===== src/rtl/assert_macros.svh =====
// ----------------------------------------------------------------------------
// assertion macros
// shared concurrent assertion helpers for the compensation datapath
// ----------------------------------------------------------------------------
`ifndef ASSERT_MACROS_SVH
`define ASSERT_MACROS_SVH

// implication checked every clock, skipped while reset is high
`define ASSERT_IMPL(label, clk, rst, ante, cons) \
   label: assert property (@(posedge clk) disable iff (rst) (ante) |-> (cons)) \
      else $error("assertion failed");

// next-cycle implication, skipped while reset is high
`define ASSERT_NEXT(label, clk, rst, ante, cons) \
   label: assert property (@(posedge clk) disable iff (rst) (ante) |=> (cons)) \
      else $error("assertion failed");

`endif


===== src/rtl/esc_pkg.sv =====
// ----------------------------------------------------------------------------
// esc_pkg
// shared types and constants for the sensor compensation pipeline
// ----------------------------------------------------------------------------
package esc_pkg;

   localparam int unsigned CsrIdxW = 3;

   typedef enum logic [CsrIdxW-1:0] {
      CSR_CAL_TEMP    = 3'd0,
      CSR_CAL_PRESS_A = 3'd1,
      CSR_CAL_PRESS_B = 3'd2,
      CSR_CAL_PRESS_C = 3'd3,
      CSR_CAL_HUM_A   = 3'd4,
      CSR_CAL_HUM_B   = 3'd5
   } csr_idx_type;

   localparam logic [31:0] K64000   = 32'd64000;
   localparam logic [31:0] K1M      = 32'd1048576;
   localparam logic [31:0] K3125    = 32'd3125;
   localparam logic [31:0] KSIGN    = 32'h8000_0000;
   localparam logic [31:0] K76800   = 32'd76800;
   localparam logic [31:0] KHUMMAX  = 32'd419430400;
   localparam logic [31:0] K16384   = 32'd16384;
   localparam logic [31:0] K2097152 = 32'd2097152;
   localparam logic [31:0] K32768   = 32'd32768;
   localparam logic [31:0] K8192    = 32'd8192;

   // calibration, sign or zero extended to 32 bits
   typedef struct packed {
      logic [31:0] t1, t2, t3;
      logic [31:0] p1, p2, p3, p4, p5, p6, p7, p8, p9;
      logic [31:0] h1, h2, h3, h4, h5, h6;
   } cal_type;

   // 32-bit wrapping product
   function automatic logic [31:0] mul32(input logic [31:0] a, input logic [31:0] b);
      logic [63:0] p;
      p = a * b;
      return p[31:0];
   endfunction

   function automatic logic [31:0] asr(input logic [31:0] x, input int unsigned n);
      return 32'($signed(x) >>> n);
   endfunction

endpackage


===== src/rtl/esc_back.sv =====
// ----------------------------------------------------------------------------
// esc_back
// pressure correction stages after the divide
// ----------------------------------------------------------------------------
module esc_back (
   input  logic             clock,
   input  logic             reset,
   input  logic             adv,
   input  logic             in_valid,
   input  logic [31:0]      in_quo,
   input  logic             in_hi,
   input  logic             in_bad,
   input  logic [31:0]      in_temp,
   input  logic [16:0]      in_hum,
   input  esc_pkg::cal_type cal,
   output logic             out_valid,
   output logic [31:0]      out_temp,
   output logic [31:0]      out_press,
   output logic [16:0]      out_hum,
   output logic             out_bad
);
   import esc_pkg::*;

   // stage 1: q*q and press*p8
   logic        v1_ff, bad1_ff;
   logic [31:0] pr1_ff, qq1_ff, b1_ff, t1_ff;
   logic [16:0] h1_ff;
   logic [31:0] s1_p, s1_q;
   always_comb begin
      s1_p = in_hi ? (in_quo << 1) : in_quo;
      s1_q = s1_p >> 3;
   end
   always_ff @(posedge clock) begin
      if (reset) v1_ff <= 1'b0;
      else if (adv) v1_ff <= in_valid;
   end
   always_ff @(posedge clock) begin
      if (adv) begin
         pr1_ff  <= s1_p;
         qq1_ff  <= mul32(s1_q, s1_q) >> 13;
         b1_ff   <= asr(mul32(s1_p >> 2, cal.p8), 13);
         bad1_ff <= in_bad;
         t1_ff   <= in_temp;
         h1_ff   <= in_hum;
      end
   end

   // stage 2: p9 product and final sum
   logic        v2_ff;
   always_ff @(posedge clock) begin
      if (reset) v2_ff <= 1'b0;
      else if (adv) v2_ff <= v1_ff;
   end
   always_ff @(posedge clock) begin
      if (adv) begin
         out_press <= bad1_ff ? '0 :
            pr1_ff + asr(asr(mul32(cal.p9, qq1_ff), 12) + b1_ff + cal.p7, 4);
         out_bad   <= bad1_ff;
         out_temp  <= t1_ff;
         out_hum   <= h1_ff;
      end
   end
   assign out_valid = v2_ff;
endmodule

===== config.mk =====
export PLATFORM = sky130hd
export DESIGN_NAME = esc_back
export DESIGN_NICKNAME = d
export VERILOG_FILES = /design/src/rtl/assert_macros.svh /design/src/rtl/esc_pkg.sv /design/src/rtl/esc_back.sv
export SDC_FILE = /design/constraint.sdc
export NUM_CORES = 2
export LEC_CHECK = 0
export BUFFER_PORTS_ARGS = -buffer_cell sky130_fd_sc_hd__clkbuf_2
export CORE_MARGIN = 1
export CORE_UTILIZATION = 58
export CTS_CLUSTER_SIZE = 24
export DETAILED_ROUTE_END_ITERATION = 8
export GPL_ROUTABILITY_DRIVEN = 0
export GPL_TIMING_DRIVEN = 0
export PLACE_DENSITY = 0.83
export SETUP_SLACK_MARGIN = 0.15
export SLEW_MARGIN = 10
export SYNTH_ARGS = -nofsm -noshare
export SYNTH_HDL_FRONTEND = slang
export SYNTH_SLANG_ARGS = --single-unit
export TNS_END_PERCENT = 20

===== constraint.sdc =====
create_clock -name clock -period 14.2 [get_ports clock]
set_input_delay 2.84 -clock clock [delete_from_list [all_inputs] [get_ports clock]]
set_output_delay 2.84 -clock clock [all_outputs]
set_load 0.05 [all_outputs]

### Yosys cells after proc, flatten, opt, wreduce, memory -nomap -nowiden

Cells that the tools add are included.

* register bits after elaboration: 204
* latch bits: 0
* bits in writable memories: 0
* ROM bits: 0
* input bits: 663
* output and inout port bits: 83
* logic and storage cells: 20
* memories: 0

* add/sub/neg operators: 3
* $mul: 3
* div/mod/pow operators: 0
* order comparisons: 0
* equal/unequal tests: 0
* shifts and indexed selects: 0
* mux-type cells: 1
* bitwise gates (word level): 0
* reductions and logical operators: 0

Operators with widths (number)
* 32-bit adder: 2
* 29-bit by 29-bit multiplier with 32-bit output: 1
* 30-bit by 32-bit multiplier with 32-bit output: 1
* 32-bit by 19-bit multiplier with 32-bit output: 1
* 32-bit two-way mux: 1
* 20-bit by 19-bit adder with 21-bit output: 1

### Longest topological paths before layout

* depth after elaboration: 4
* gate-level depth with buffers: 54
* mapped depth without buffers: 52

### Worst setup path before layout

No wires, ideal clock.

* kind: input to register
* from: in cal[205] in the netlist's numbering
* to: reg out_press[30] (data pin)
* setup time: 0.266 ns
* data arrival time: 12.786 ns
* data required time: 13.934 ns
* path slack: 1.148 ns
* stages on the path: 49
* buffers on the path: 3
* cell sequence: clkbuf_1 clkbuf_1 and2_1 fa_1 fa_1 inv_1 fa_1 inv_1 fa_1 fa_1 inv_1 fa_1 inv_1 ha_1 a21oi_1 nor2b_1 o21ai_0 o21ai_1 (+13 left out) or4b_1 o22ai_2 nor3_1 nor2_1 o21bai_1 a21oi_1 xnor2_1 ha_1 clkbuf_1 a21o_1 a21oi_1 nor2b_1 a311o_1 a311o_1 a21oi_1 o21ai_1 xnor2_1 nor2_1

* longest elaborated chain between the ends: 4

Ends and longest elaborated chain
* start, declared: line esc_back.sv:15 `input esc_pkg::cal_type cal,`
* 32-bit by 19-bit multiplier with 32-bit output: line esc_pkg.sv:39 `p = a * b;`
* 20-bit by 19-bit adder with 21-bit output: line esc_back.sv:57 `pr1_ff + asr(asr(mul32(cal.p9, qq1_ff), 12) + b1_ff + cal.p7, 4);`
* 32-bit adder (2 in series): line esc_back.sv:57
* end signal, assigned: line esc_back.sv:56 `out_press <= bad1_ff ? '0 :`
* end, declared: line esc_back.sv:18 `output logic [31:0] out_press,`

No other way between the ends.
A chain may end at the register's enable or synchronous reset.

### Worst setup path in the final report

* from: in cal[202] in the netlist's numbering
* to: reg out_press[31] (data pin)

The elaborated chain is that of the path after synthesis.

==> reports/results.ini <==
[yosys]
synth-compound-area-share_pct = 3.83
synth_cell_types = 77
synth_xor_area_share_pct = 3.83
synthArstFlopShare_pct = 0
synth-simple-area-share_pct = 13.5
synth-edff-count = 202
synthFlopType = edfxtp_1
synth_common_cells = 1,357 x inv_1, 1,122 x fa_1, 716 x nand2_1
yosys-top-cells-area = fa_1 44%, edfxtp_1 12%, inv_1 10%
synth_cells = 5300
ys_seq_elements = 204
yosysMostFrequentCell = inv_1
synth_top_family_by_area = adder cells
synth_top_area_cell = fa_1
syn_nets = 7474
yosys.area.top_type_share_pct = 44.5
synthAdderAreaFrac_pct = 54.1
syn-cell-area_sq_um = 50500
ys_seq_area_share_pct = 12.1
syn_avg_cell_area_sq_um = 9.52
yosys-mux-area-fraction_pct = 0.875
synth_warnings = 0

[place]
place.detailed.hpwl_um = 131000
portBuffers = 254
place_area_sq_um = 53200

[worst_setup_path]
r2r_start = qq1_ff[1]
required_ns = 14.43
cp_common_cell = fa_1
crit_type = in -> reg
crit_slowest_cell = fa_1
crit_fanout = 10
crit_cells = 49
crit_end = out_press[31]
startpoint = cal[202]
rr_endpoint = out_press[31]
crit_path_max_incr_delay_ns = 0.53
worstSetupEndpointType = flip-flop
crit_family = adder cells
arrival_ns = 14.08
worstSetupStartpointType = input pin
path_buf_inv = 6
r2r_cells = 51
r2r_slack_ns = 1.41

[sta]
period_needed_ns = 13.85
setup_viol = 0
hold_slack_ns = 0.417
worstMarginPinSlew_ns = 1.50
clock.fmax_ghz = 0.0722
hold_violations = 0
finalMaxSlewViolations = 18
slew-limit-headroom_pct = -3.12
setup-tns-final_ns = 0
post-route-period-util_pct = 97.5
rsz0062_at_grt = true
clock_skew_ns = 0.0235

[global_routing]
track_usage_pct = 37.1
grt_pass1_vias = 41800
grt_pass1_wl_um = 242000
grtUsageMet2_pct = 55.6
grt_max_degree = 114
overflow = 0
grt_antenna_before_repair = 14
top_usage_layer = met2
gr-usage-met1_pct = 43.0
grt_use_met3_pct = 13.9

[routing]
totalWireLength_um = 161000
routed_via_density = 5.80
drt_iter0_markers = 4486
wl_per_cell_um = 23.8
drc_errors = 0
final_antenna_net_count = 0
firstDrtPassIters = 8
num_vias = 39200

[run_status]
run_status = finished with violations
violations = capacitance limit, slew limit

[floorplan]
placeableCoreArea_sq_um = 85700
die_area_sq_um = 88200
die_height_um = 297
io_pins = 746
initial_core_util_pct = 58.9
rows = 107
die_x_um = 297

[hold_path]
min_path_type = reg -> reg

[finish]
design_area_sq_um = 54500
areaGrowthSynthToFinish_pct = 7.99
fin_nets = 7767
drive_above_1_share_pct = 7.49
fill_cells = 6598

[cts]
worstSkewPairLatency_ns = 0.53
cts_buffer_depth = 3
hold_buffers = 0
cts.htree.levels = 1
cts-root-buf = clkbuf_16
numCtsBuffers = 21
cts_tree = done
clock-sinks = 204
clkSlewWorstSetupHoldPaths_ns = 0.06

[flow_run]
cap_violations = 2

## stage by stage
step | cells | utilization (%) | setup slack (ns)
floorplan | 5300 | - | 1.15
global placement | 6698 | 62.1 | -1.10
detailed placement | 6699 | 62.1 | -1.45
CTS | 6742 | 63.1 | 0.151
global route | 6753 | 63.6 | -0.153
finish | 6761 | 63.6 | 0.350
## metal layers
layer  up-vias  part of all wire [%]  routed length [um]
met4        18                    10               16700
met5         -                  0.15                 241
li1      16100                     -                   -
met2      2901                    43               69300
met3       873                    14               23200
met1     19300                    32               51500
## final cells by class
class	count	area [sq um]	share of cell area, %
clock inverters	14	178	0.326
repair buffers	270	1420	2.61
clock buffers	23	533	0.978
multi-input cells	3533	38800	71.3
well taps	1144	1430	2.63
flip-flops and latches	204	6110	11.2
plain buffers	197	840	1.54
diodes	10	25.0	0.0459
inverters	1366	5130	9.41
## placed cells by master, fill, tap and decap left out, types with 8 or more instances in the layout
master and instances:
a211oi_1 10, a21o_1 43, a21oi_1 71, a21oi_2 15, and2_1 392, and3_1 12
buf_4 19, clkbuf_1 168, clkbuf_16 21, clkbuf_2 256, diode_2 10, edfxtp_1 202
fa_1 1122, ha_1 378, inv_1 1357, inv_2 8, mux2i_1 17, nand2_1 715
nand2b_1 15, nand3_1 16, nand4_1 8, nor2_1 223, nor2b_1 26, nor3_1 36
o211ai_1 9, o21a_1 23, o21ai_0 42, o21ai_1 11, o21bai_1 10, or3_1 8
xnor2_1 159, xor2_1 50
## sequential cells by signal, indices dropped and copies added, names as in the netlist
register and flops:
out_press 32, out_temp 32, pr1_ff 32, t1_ff 32, b1_ff 19, qq1_ff 19, h1_ff 17, out_hum 17
bad1_ff 1, out_bad 1, out_valid 1, v1_ff 1
## worst min path at each step
stage,from,endpoint,slack (ns),cells past startpoint
finish,t1_ff[6],out_temp[6],0.42,0
global route,t1_ff[9],out_temp[9],0.43,0
CTS,t1_ff[17],out_temp[17],0.42,0
detailed placement,t1_ff[0],out_temp[0],0.40,0
global placement,t1_ff[6],out_temp[6],0.40,0
floorplan,h1_ff[0],out_hum[0],0.40,0
## repair_timing
item	CTS	global route
setup buffers	6	9
gates resized for setup	31	103
setup endpoints to repair	14	14
pin swaps	6	30
## kinds of logic after synthesis
group / Yosys count
compound gates: 294
xor+xnor: 220
fa+ha+maj: 1511
buf+inv: 1563
flops: 204
mux: 34
simple gates: 1474
Power is not shown: default switching activity piles up to over one toggle a cycle in this logic, so the estimate is an artifact.
